**src/rtl/core/assert_macros.svh**
```systemverilog
// ----------------------------------------------------------------------------
// assert_macros.svh
// concurrent assertion helpers, clocked on clk and disabled during rst_n low
// ----------------------------------------------------------------------------
`ifndef ASSERT_MACROS_SVH
`define ASSERT_MACROS_SVH

// expression holds at every clock edge
`define ASSERT_ALWAYS(lbl, expr, msg) \
  lbl: assert property (@(posedge clk) disable iff (!rst_n) (expr)) else $error(msg);

// consequent holds in the same cycle as the antecedent
`define ASSERT_IMPLIES(lbl, ante, cons, msg) \
  lbl: assert property (@(posedge clk) disable iff (!rst_n) (ante) |-> (cons)) \
    else $error(msg);

// consequent holds in the cycle after the antecedent
`define ASSERT_NEXT(lbl, ante, cons, msg) \
  lbl: assert property (@(posedge clk) disable iff (!rst_n) (ante) |=> (cons)) \
    else $error(msg);

`endif

```
**src/rtl/core/wasa_pkg.sv**
```systemverilog
// ----------------------------------------------------------------------------
// wasa_pkg
// widths, constants and shared types of the windowed activity score alert
// ----------------------------------------------------------------------------
package wasa_pkg;

  localparam int WINDOW     = 16;

  localparam int AREA_W     = 24;
  localparam int PIX_W      = 24;
  localparam int SENS_W     = 10;
  localparam int SENS_FRAC  = 8;
  localparam int SCORE_W    = 7;
  localparam int RAW_W      = 12;

  localparam int POS_W      = (WINDOW > 1) ? $clog2(WINDOW) : 1;
  localparam int CNT_W      = $clog2(WINDOW + 1);
  localparam int SUM_W      = AREA_W + POS_W;
  localparam int NUM_W      = SUM_W + 11;
  localparam int MIL_W      = SUM_W + 10;
  localparam int DEN_W      = CNT_W + PIX_W;
  localparam int DSH_W      = DEN_W + RAW_W - 1;
  localparam int WIDE_W     = NUM_W + 2;
  localparam int DIV_CNT_W  = $clog2(RAW_W);
  localparam int THR_W      = 18;
  localparam int THR_CMP_W  = RAW_W + SENS_FRAC;

  localparam int CFG_IDX_W  = 2;
  localparam int CFG_DATA_W = 24;

  localparam logic [10:0]        NUM_SCALE  = 11'd2000;
  localparam logic [9:0]         MEAN_SCALE = 10'd1000;
  localparam logic [RAW_W-1:0]   RAW_MAX    = '1;
  localparam logic [THR_W-1:0]   THR_BASE   = 18'd25600;
  localparam logic [7:0]         THR_SLOPE  = 8'd200;
  localparam logic [SCORE_W-1:0] SCORE_FULL = 7'd100;
  localparam logic [PIX_W-1:0]   PIX_RESET  = 24'd1;
  localparam logic [SENS_W-1:0]  SENS_RESET = 10'd128;

  typedef logic [CFG_IDX_W-1:0] cfg_idx_t;
  localparam cfg_idx_t REG_IMAGE_PIXELS = 2'd0;
  localparam cfg_idx_t REG_SENSITIVITY  = 2'd1;

  typedef enum logic [2:0] {
    ST_IDLE,
    ST_UPDATE,
    ST_MUL,
    ST_PREP,
    ST_DIV,
    ST_OUT
  } state_t;

  typedef struct packed {
    logic start;
    logic update;
    logic mul;
    logic prep;
    logic step;
    logic finish;
  } ctrl_t;

endpackage

```
**src/rtl/core/wasa_in_if.sv**
```systemverilog
// ----------------------------------------------------------------------------
// wasa_in_if
// input channel: one frame's summed motion area per transaction
// ----------------------------------------------------------------------------
interface wasa_in_if;
  import wasa_pkg::*;

  logic              valid;
  logic              ready;
  logic [AREA_W-1:0] area_total;

  modport source (output valid, output area_total, input ready);
  modport sink   (input valid, input area_total, output ready);
endinterface

```
**src/rtl/core/wasa_out_if.sv**
```systemverilog
// ----------------------------------------------------------------------------
// wasa_out_if
// result channel: stillness score and warning flag per transaction
// ----------------------------------------------------------------------------
interface wasa_out_if;
  import wasa_pkg::*;

  logic               valid;
  logic               ready;
  logic [SCORE_W-1:0] score;
  logic               warning;

  modport source (output valid, output score, output warning, input ready);
  modport sink   (input valid, input score, input warning, output ready);
endinterface

```
**src/rtl/core/wasa_window.sv**
```systemverilog
// ----------------------------------------------------------------------------
// wasa_window
// ring memory of recent frame areas with fill count and running sum
// ----------------------------------------------------------------------------
`include "assert_macros.svh"

module wasa_window (
  input  logic                         clk,
  input  logic                         rst_n,
  input  wasa_pkg::ctrl_t              ctrl,
  input  logic [wasa_pkg::AREA_W-1:0]  area_i,
  output logic [wasa_pkg::SUM_W-1:0]   sum_o,
  output logic [wasa_pkg::CNT_W-1:0]   fill_o
);
  import wasa_pkg::*;

  logic [AREA_W-1:0] mem [WINDOW];
  logic [AREA_W-1:0] rd_r;
  logic [AREA_W-1:0] area_r;

  logic [POS_W-1:0]  pos_r,  pos_nxt;
  logic [CNT_W-1:0]  fill_r, fill_nxt;
  logic [SUM_W-1:0]  sum_r,  sum_nxt;
  logic              full;

  // oldest entry is fetched at accept, overwritten in the cycle after
  always_ff @(posedge clk) begin
    if (ctrl.start) begin
      rd_r   <= mem[pos_r];
      area_r <= area_i;
    end
    if (ctrl.update) begin
      mem[pos_r] <= area_r;
    end
  end

  assign full = (fill_r == CNT_W'(WINDOW));

  always_comb begin
    pos_nxt  = pos_r;
    fill_nxt = fill_r;
    sum_nxt  = sum_r;
    if (ctrl.update) begin
      pos_nxt = (pos_r == POS_W'(WINDOW - 1)) ? '0 : pos_r + 1'b1;
      if (full) begin
        sum_nxt = sum_r - SUM_W'(rd_r) + SUM_W'(area_r);
      end else begin
        fill_nxt = fill_r + 1'b1;
        sum_nxt  = sum_r + SUM_W'(area_r);
      end
    end
  end

  always_ff @(posedge clk) begin
    if (!rst_n) begin
      pos_r  <= '0;
      fill_r <= '0;
      sum_r  <= '0;
    end else begin
      pos_r  <= pos_nxt;
      fill_r <= fill_nxt;
      sum_r  <= sum_nxt;
    end
  end

  assign sum_o  = sum_r;
  assign fill_o = fill_r;

  `ASSERT_ALWAYS(a_fill_max, fill_r <= CNT_W'(WINDOW), "fill count beyond window depth")
  `ASSERT_NEXT(a_update_after_read, ctrl.start, ctrl.update, "update not one cycle after read")
  `ASSERT_IMPLIES(a_pos_tracks_fill, !full, pos_r == POS_W'(fill_r),
                  "write position out of step with fill count")

endmodule

```
**src/rtl/core/wasa_scorer.sv**
```systemverilog
// ----------------------------------------------------------------------------
// wasa_scorer
// raw activity score by serial restoring division, warning and stillness score
// ----------------------------------------------------------------------------
`include "assert_macros.svh"

module wasa_scorer (
  input  logic                          clk,
  input  logic                          rst_n,
  input  wasa_pkg::ctrl_t               ctrl,
  input  logic [wasa_pkg::SUM_W-1:0]    sum_i,
  input  logic [wasa_pkg::CNT_W-1:0]    fill_i,
  input  logic [wasa_pkg::PIX_W-1:0]    pix_i,
  input  logic [wasa_pkg::SENS_W-1:0]   sens_i,
  output logic                          div_last_o,
  output logic [wasa_pkg::SCORE_W-1:0]  score_o,
  output logic                          warning_o
);
  import wasa_pkg::*;

  logic [NUM_W-1:0]     num_r;
  logic [MIL_W-1:0]     mil_r;
  logic [DEN_W-1:0]     den_r;
  logic                 below_r;
  logic                 sat_r;
  logic [NUM_W-1:0]     rem_r;
  logic [DSH_W-1:0]     dsh_r;
  logic [RAW_W-1:0]     q_r;
  logic [DIV_CNT_W-1:0] div_cnt_r;
  logic [RAW_W-1:0]     prev_raw_r;

  logic                 ge;
  logic [RAW_W-1:0]     raw;
  logic [THR_W-1:0]     thr;

  // products of the mean test, of the quotient numerator and of the divisor
  always_ff @(posedge clk) begin
    if (ctrl.mul) begin
      num_r <= NUM_W'(sum_i) * NUM_W'(NUM_SCALE);
      mil_r <= MIL_W'(sum_i) * MIL_W'(MEAN_SCALE);
      den_r <= DEN_W'(fill_i) * DEN_W'(pix_i);
    end
  end

  assign ge = (WIDE_W'(rem_r) >= WIDE_W'(dsh_r));

  always_ff @(posedge clk) begin
    if (ctrl.prep) begin
      below_r   <= (WIDE_W'(mil_r) < WIDE_W'(den_r));
      // quotient of 2^RAW_W or more, zero divisor included
      sat_r     <= (WIDE_W'(num_r) >= (WIDE_W'(den_r) << RAW_W));
      rem_r     <= num_r;
      dsh_r     <= DSH_W'(den_r) << (RAW_W - 1);
      q_r       <= '0;
      div_cnt_r <= '0;
    end else if (ctrl.step) begin
      if (ge) begin
        rem_r <= rem_r - NUM_W'(dsh_r);
      end
      dsh_r     <= dsh_r >> 1;
      q_r       <= {q_r[RAW_W-2:0], ge};
      div_cnt_r <= div_cnt_r + 1'b1;
    end
  end

  assign div_last_o = ctrl.step && (div_cnt_r == DIV_CNT_W'(RAW_W - 1));

  always_comb begin
    if (below_r) begin
      raw = '0;
    end else if (sat_r) begin
      raw = RAW_MAX;
    end else begin
      raw = q_r;
    end
  end

  // threshold in units of 1/256
  assign thr = THR_BASE + THR_W'(THR_SLOPE) * THR_W'(sens_i);

  assign warning_o = ({prev_raw_r, {SENS_FRAC{1'b0}}} < THR_CMP_W'(thr)) &&
                     ({raw, {SENS_FRAC{1'b0}}} > THR_CMP_W'(thr));

  assign score_o = (raw > RAW_W'(SCORE_FULL)) ? '0 :
                   SCORE_W'(RAW_W'(SCORE_FULL) - raw);

  always_ff @(posedge clk) begin
    if (!rst_n) begin
      prev_raw_r <= '0;
    end else if (ctrl.finish) begin
      prev_raw_r <= raw;
    end
  end

  `ASSERT_IMPLIES(a_div_bounded, ctrl.step, div_cnt_r < DIV_CNT_W'(RAW_W),
                  "divider stepped past its last quotient bit")

endmodule

```
**src/rtl/core/windowed_activity_score_alert_top.sv**
```systemverilog
// ----------------------------------------------------------------------------
// windowed_activity_score_alert_top
// each transaction passes the update, multiply, prep, 12-step divide and output steps;
// input is accepted only in idle, so a new one waits until the last is through
// the input side stays open while a result waits in the output register
// sync active-low reset empties the window, clears sum and last raw score,
// sets image_pixels to 1 and sensitivity to 0.5; no memory clearing pass
// ----------------------------------------------------------------------------
`include "assert_macros.svh"

module windowed_activity_score_alert_top (
  input  logic                             clk,
  input  logic                             rst_n,
  wasa_in_if.sink                          in_if,
  wasa_out_if.source                       out_if,
  input  logic                             cfg_we,
  input  wasa_pkg::cfg_idx_t               cfg_idx,
  input  logic [wasa_pkg::CFG_DATA_W-1:0]  cfg_wdata
);
  import wasa_pkg::*;

  state_t             state_r, state_nxt;
  ctrl_t              ctrl;
  logic               in_ready;
  logic               out_free;
  logic               div_last;

  logic [PIX_W-1:0]   pix_r;
  logic [SENS_W-1:0]  sens_r;

  logic [SUM_W-1:0]   sum;
  logic [CNT_W-1:0]   fill;
  logic [SCORE_W-1:0] score;
  logic               warning;

  logic               out_valid_r, out_valid_nxt;
  logic [SCORE_W-1:0] out_score_r;
  logic               out_warning_r;

  always_ff @(posedge clk) begin
    if (!rst_n) begin
      pix_r  <= PIX_RESET;
      sens_r <= SENS_RESET;
    end else if (cfg_we) begin
      case (cfg_idx)
        REG_IMAGE_PIXELS: pix_r  <= cfg_wdata[PIX_W-1:0];
        REG_SENSITIVITY:  sens_r <= cfg_wdata[SENS_W-1:0];
        default: ;
      endcase
    end
  end

  assign out_free = !out_valid_r || out_if.ready;

  always_comb begin
    state_nxt = state_r;
    case (state_r)
      ST_IDLE:   if (in_if.valid) state_nxt = ST_UPDATE;
      ST_UPDATE: state_nxt = ST_MUL;
      ST_MUL:    state_nxt = ST_PREP;
      ST_PREP:   state_nxt = ST_DIV;
      ST_DIV:    if (div_last) state_nxt = ST_OUT;
      ST_OUT:    if (out_free) state_nxt = ST_IDLE;
      default:   state_nxt = ST_IDLE;
    endcase
  end

  always_comb begin
    ctrl     = '0;
    in_ready = 1'b0;
    case (state_r)
      ST_IDLE: begin
        in_ready   = 1'b1;
        ctrl.start = in_if.valid;
      end
      ST_UPDATE: ctrl.update = 1'b1;
      ST_MUL:    ctrl.mul    = 1'b1;
      ST_PREP:   ctrl.prep   = 1'b1;
      ST_DIV:    ctrl.step   = 1'b1;
      ST_OUT:    ctrl.finish = out_free;
      default: ;
    endcase
  end

  always_ff @(posedge clk) begin
    if (!rst_n) begin
      state_r <= ST_IDLE;
    end else begin
      state_r <= state_nxt;
    end
  end

  wasa_window u_window (
    .clk    (clk),
    .rst_n  (rst_n),
    .ctrl   (ctrl),
    .area_i (in_if.area_total),
    .sum_o  (sum),
    .fill_o (fill)
  );

  wasa_scorer u_scorer (
    .clk        (clk),
    .rst_n      (rst_n),
    .ctrl       (ctrl),
    .sum_i      (sum),
    .fill_i     (fill),
    .pix_i      (pix_r),
    .sens_i     (sens_r),
    .div_last_o (div_last),
    .score_o    (score),
    .warning_o  (warning)
  );

  // output register decouples result hand-off from the next transaction
  always_comb begin
    out_valid_nxt = out_valid_r;
    if (ctrl.finish) begin
      out_valid_nxt = 1'b1;
    end else if (out_if.ready) begin
      out_valid_nxt = 1'b0;
    end
  end

  always_ff @(posedge clk) begin
    if (!rst_n) begin
      out_valid_r <= 1'b0;
    end else begin
      out_valid_r <= out_valid_nxt;
    end
  end

  always_ff @(posedge clk) begin
    if (ctrl.finish) begin
      out_score_r   <= score;
      out_warning_r <= warning;
    end
  end

  assign in_if.ready    = in_ready;
  assign out_if.valid   = out_valid_r;
  assign out_if.score   = out_score_r;
  assign out_if.warning = out_warning_r;

  `ASSERT_NEXT(a_result_follows, ctrl.finish, out_valid_r, "finished item left no result")

endmodule
```
**src/flat_wrapper.sv**
```systemverilog
// flat-port wrapper written by rule: the top's interface ports become plain ports
module windowed_activity_score_alert_top_flat import wasa_pkg::*;
  (clk, rst_n, cfg_we, cfg_idx, cfg_wdata, in_if_valid, in_if_area_total, in_if_ready, out_if_valid, out_if_score, out_if_warning, out_if_ready);
  wasa_in_if in_if_i ();
  wasa_out_if out_if_i ();
  input  logic clk;
  input  logic rst_n;
  input  logic cfg_we;
  input  wasa_pkg::cfg_idx_t cfg_idx;
  input  logic [wasa_pkg::CFG_DATA_W-1:0] cfg_wdata;
  input wire logic [$bits(in_if_i.valid)-1:0] in_if_valid;
  input wire logic [$bits(in_if_i.area_total)-1:0] in_if_area_total;
  output wire logic [$bits(in_if_i.ready)-1:0] in_if_ready;
  output wire logic [$bits(out_if_i.valid)-1:0] out_if_valid;
  output wire logic [$bits(out_if_i.score)-1:0] out_if_score;
  output wire logic [$bits(out_if_i.warning)-1:0] out_if_warning;
  input wire logic [$bits(out_if_i.ready)-1:0] out_if_ready;
  assign in_if_i.valid = in_if_valid;
  assign in_if_i.area_total = in_if_area_total;
  assign in_if_ready = in_if_i.ready;
  assign out_if_valid = out_if_i.valid;
  assign out_if_score = out_if_i.score;
  assign out_if_warning = out_if_i.warning;
  assign out_if_i.ready = out_if_ready;
  windowed_activity_score_alert_top u_core (.clk(clk), .rst_n(rst_n), .in_if(in_if_i), .out_if(out_if_i), .cfg_we(cfg_we), .cfg_idx(cfg_idx), .cfg_wdata(cfg_wdata));
endmodule
```
**config.mk**
```make
export PLATFORM = sky130hd
export DESIGN_NAME = windowed_activity_score_alert_top_flat
export DESIGN_NICKNAME = d
export VERILOG_FILES = /design/src/rtl/core/wasa_pkg.sv /design/src/rtl/core/wasa_in_if.sv /design/src/rtl/core/wasa_out_if.sv /design/src/rtl/core/wasa_window.sv /design/src/rtl/core/wasa_scorer.sv /design/src/rtl/core/windowed_activity_score_alert_top.sv /design/src/flat_wrapper.sv
export VERILOG_INCLUDE_DIRS = /design/src /design/src/rtl/core
export SDC_FILE = /design/constraint.sdc
export NUM_CORES = 2
export LEC_CHECK = 0
export ABC_CLOCK_PERIOD_IN_PS = 8000
export BUFFER_PORTS_ARGS = -buffer_cell sky130_fd_sc_hd__buf_2
export CORE_ASPECT_RATIO = 1.1
export CORE_UTILIZATION = 60
export CTS_BUF_LIST = sky130_fd_sc_hd__clkbuf_8
export DETAILED_ROUTE_END_ITERATION = 8
export HOLD_SLACK_MARGIN = 0.15
export PLACE_DENSITY = 0.77
export SLEW_MARGIN = 20
export SYNTH_ARGS = -nofsm -noshare
export SYNTH_HDL_FRONTEND = slang
export SYNTH_SLANG_ARGS = --single-unit
```
**constraint.sdc**
```tcl
create_clock -name clk -period 8 [get_ports clk]
set_input_delay 0.4 -clock clk [delete_from_list [all_inputs] [get_ports clk]]
set_output_delay 0.4 -clock clk [all_outputs]
set_load 0.01 [all_outputs]
```
==> impl_metrics.tcl <==
set metrics [dict create \
    regArea_um2 19500 \
    cts_resized 0 \
    antenna_found_initial 1 \
    hold_depth 5 \
    period_needed_ns 5.72 \
    max_slew.worst_pin.slew_ns 1.06 \
    routabilityCongestion 0.929 \
    grt_first_pass_wirelength_um 148000 \
    startpoint_type "flop" \
    die_area_um2 69700 \
    end_kind "flop" \
    arrival_ns 6.18 \
    ir_worst_vdd_v 0.000207 \
    first_pass_iters 6 \
    multiInputGateArea_um2 20100 \
    start_util 0.607 \
    rsz0062_at_grt "no" \
    synthCells 3361 \
    place.detailed.instances 4275 \
    period_share 0.715 \
    slew_violations 0 \
    cts_root_buffer "clkbuf_8" \
    drc_errors 0 \
    final_common_cell "edfxtp_1" \
    die_h_um 277 \
    reg2reg_to "u_core.u_scorer.den_r[27]" \
    synth_cell_types 88 \
    cp.required_ns 8.46 \
    drt-total-wl_um 91800 \
    path_cells "nand2_1, fa_1, fa_1, fa_1, inv_1, ha_1, nand2_1, o211ai_1, a21oi_1, a2111oi_0, nor2_1, nor3_1, nor4_1, o21bai_1, a21oi_1, xnor2_1" \
    worstSetupPathType "reg2reg" \
    skew_ns 0.0538 \
    drive_gt1_frac 0.121 \
    ant_nets 0 \
    port_buffers 64 \
    finalWorstSetupSlack_ns 2.28 \
    r2r_cells 16 \
    cp_top_family "adder cells" \
    final_cell_mix "edfxtp_1, inv_1, ha_1" \
    synth_edf_count 574 \
    vias_per_cell 5.95 \
    rows 100 \
    grt_pass1_vias 28100 \
    area_delta_synth_final_pct 10.5 \
    tns_ns 0 \
    ys_seq_area_frac 0.474 \
    power_density_nw_per_um2 233 \
    hp-start "cfg_idx[1]" \
    worstHoldEndpoint "u_core.pix_r[16]" \
    pre_cts_ws_ns 2.30 \
    status "completed" \
    crit_buf_inv 1 \
    hpwl_um 63500 \
    syn-num-nets 3937 \
    track_usage 0.270 \
    vias 27000 \
    clk_path_buf_depth 3 \
    timing.fmax_mhz 175 \
    final_nets 4102 \
    wire_per_inst_um 20.2 \
    dieWidth_um 252 \
    report.final.hold_viol_count 0 \
    cp_common_cell "fa_1" \
    synthesis.area_um2 41200 \
    core_um2 67800 \
    grt_max_degree 99 \
    htreeDepth 3 \
    rrSetupSlack_ns 2.28 \
    crit_fanout 27 \
    numCtsBuffers 109 \
    yosysWarnings 0 \
    critical_path.slowest_cell "dfxtp_1" \
    clock_insertion_delay_worst_skew_ns 0.76 \
    pin_count 65 \
    cts_sinks 688 \
    slowest_delay_ns 1.02 \
    fin_cells 4534 \
    ys_async_sr_fraction 0 \
    tritoncts "done" \
    grt-ovfl-total 0 \
    slew_headroom 0.295 \
    cap_violations 0 \
    fill_cells 4811 \
    hp-class "in2reg" \
    drt_iter0_markers 1987 \
    ys.flop_type "edfxtp_1" \
    r2r-start "u_core.u_window.fill_o[4]" \
    finalSetupViolations 0 \
    leakagePower_nw 18.6 \
    syn_avg_cell_area_um2 12.3 \
    synth-seq-cells 688 \
    cts.reportedPaths.clkPinSlew_ns 0.07 \
]
sequential cells by signal (all words and copies together) (netlist names):
name	cells
u_core.u_scorer.sat_r	1
u_core.u_window.rd_r	24
u_core.u_scorer.below_r	1
u_core.u_window.sum_o	28
u_core.u_window.fill_o	5
u_core.u_scorer.div_cnt_r	4
u_core.sens_r	10
u_core.u_scorer.prev_raw_r	12
u_core.u_scorer.q_r	12
u_core.out_if.warning	1
u_core.u_scorer.rem_r	39
u_core.out_if.score	7
u_core.u_scorer.num_r	35
u_core.state_r	3
u_core.u_window.area_r	24
u_core.u_window.mem	384
u_core.u_scorer.den_r	29
u_core.u_scorer.dsh_r	40
u_core.out_if.valid	1
u_core.pix_r	24
u_core.u_window.pos_r	4
what timing repair did:
item / 4_1_cts / 5_1_grt
hold buffers: 58 / 0
endpoints found under the hold margin: 60 / 0
setup buffers: 0 / 0
area by class of cell:
type	instances	area share
flip-flops and latches	688	0.429
clock buffers	115	0.0348
clock inverters	85	0.0156
well taps	918	0.0252
inverters	330	0.0272
multi-input cells	2241	0.442
repair buffers	156	0.0257
diodes	1	0.0000550
synth_stat cells (11+ instances only):
library cell | instances | area share
a211oi_1 | 18 | 0.0033
a21boi_0 | 30 | 0.0055
a21o_1 | 78 | 0.014
a21oi_1 | 178 | 0.022
a22o_1 | 13 | 0.0028
a31oi_1 | 15 | 0.0023
and2_1 | 61 | 0.0093
and3_1 | 13 | 0.0020
buf_1 | 19 | 0.0017
clkbuf_1 | 80 | 0.0073
dfxtp_1 | 114 | 0.055
edfxtp_1 | 574 | 0.42
fa_1 | 199 | 0.097
ha_1 | 322 | 0.098
inv_1 | 329 | 0.030
mux2i_1 | 15 | 0.0036
mux4_2 | 120 | 0.066
nand2_1 | 308 | 0.028
nand2b_1 | 25 | 0.0038
nand3_1 | 42 | 0.0051
nand4_1 | 24 | 0.0036
nor2_1 | 186 | 0.017
nor2b_1 | 32 | 0.0049
nor3_1 | 44 | 0.0053
o211ai_1 | 11 | 0.0020
o21a_1 | 30 | 0.0055
o21ai_0 | 147 | 0.018
o21ai_1 | 11 | 0.0013
o21bai_1 | 22 | 0.0040
xnor2_1 | 104 | 0.022
xor2_1 | 41 | 0.0087
worst min-delay path: stages:
cell and delay [ns]:
buf_2 0.11, nor3b_2 0.04, buf_4 0.21, nand2_1 0.10, a21boi_0 0.08
logic make-up (layout without fill, tap and decap cells):
kind of cell	Yosys count	in the layout	synth area share
AO/OA/AOI/OAI	644	644	0.102
XOR/XNOR	145	145	0.0308
adder cells (fa/ha/maj)	521	521	0.194
buffers and inverters	432	686	0.0395
flip-flops	688	688	0.474
multiplexers	136	136	0.0695
other	0	1	0
AND/OR/NAND/NOR	795	795	0.0904
metrics by stage:
| stage | power, mW | hold slack (ns) | utilization | instance area, µm² |
|---|---|---|---|---|
| after floorplan | 6.80 | 0.425 | - | 41200 |
| after global placement | 7.36 | 0.438 | 0.629 | 42600 |
| after detailed placement | 7.50 | 0.437 | 0.629 | 42600 |
| after CTS | 10.7 | 0.153 | 0.671 | 45500 |
| after global routing | 11.2 | 0.229 | 0.671 | 45500 |
| final | 10.6 | 0.237 | 0.671 | 45500 |
worst max path at each step:
| stage | startpoint | endpoint | slack (ns) | cells after the start |
|---|---|---|---|---|
| 6_report | u_core.u_window.fill_o[4] | u_core.u_scorer.den_r[27] | 2.28 | 16 |
| 5_1_grt | u_core.u_window.fill_o[4] | u_core.u_scorer.den_r[27] | 1.90 | 16 |
| 4_1_cts | u_core.u_window.fill_o[3] | u_core.u_scorer.den_r[27] | 2.21 | 16 |
| 3_5_place_dp | u_core.u_window.fill_o[3] | u_core.u_scorer.den_r[27] | 2.30 | 16 |
| 3_3_place_gp | u_core.u_window.fill_o[3] | u_core.u_scorer.den_r[27] | 2.41 | 16 |
| 2_1_floorplan | u_core.state_r[1] | u_core.u_scorer.den_r[0] | 2.17 | 2 |
metal layers:
metal / global-route usage / share of wire / vias to the layer above
met5: 0 / 0 / -
met4: 0.109 / 0.036 / 0
li1: - / - / 12500
met1: 0.337 / 0.40 / 13400
met3: 0.0399 / 0.052 / 247
met2: 0.473 / 0.51 / 893
where the power goes:
group | internal, mW | switching, mW
clock network | 1.68 | 1.46
logic | 1.34 | 1.68
registers | 4.20 | 0.257
(Power assumes the default switching activity.)
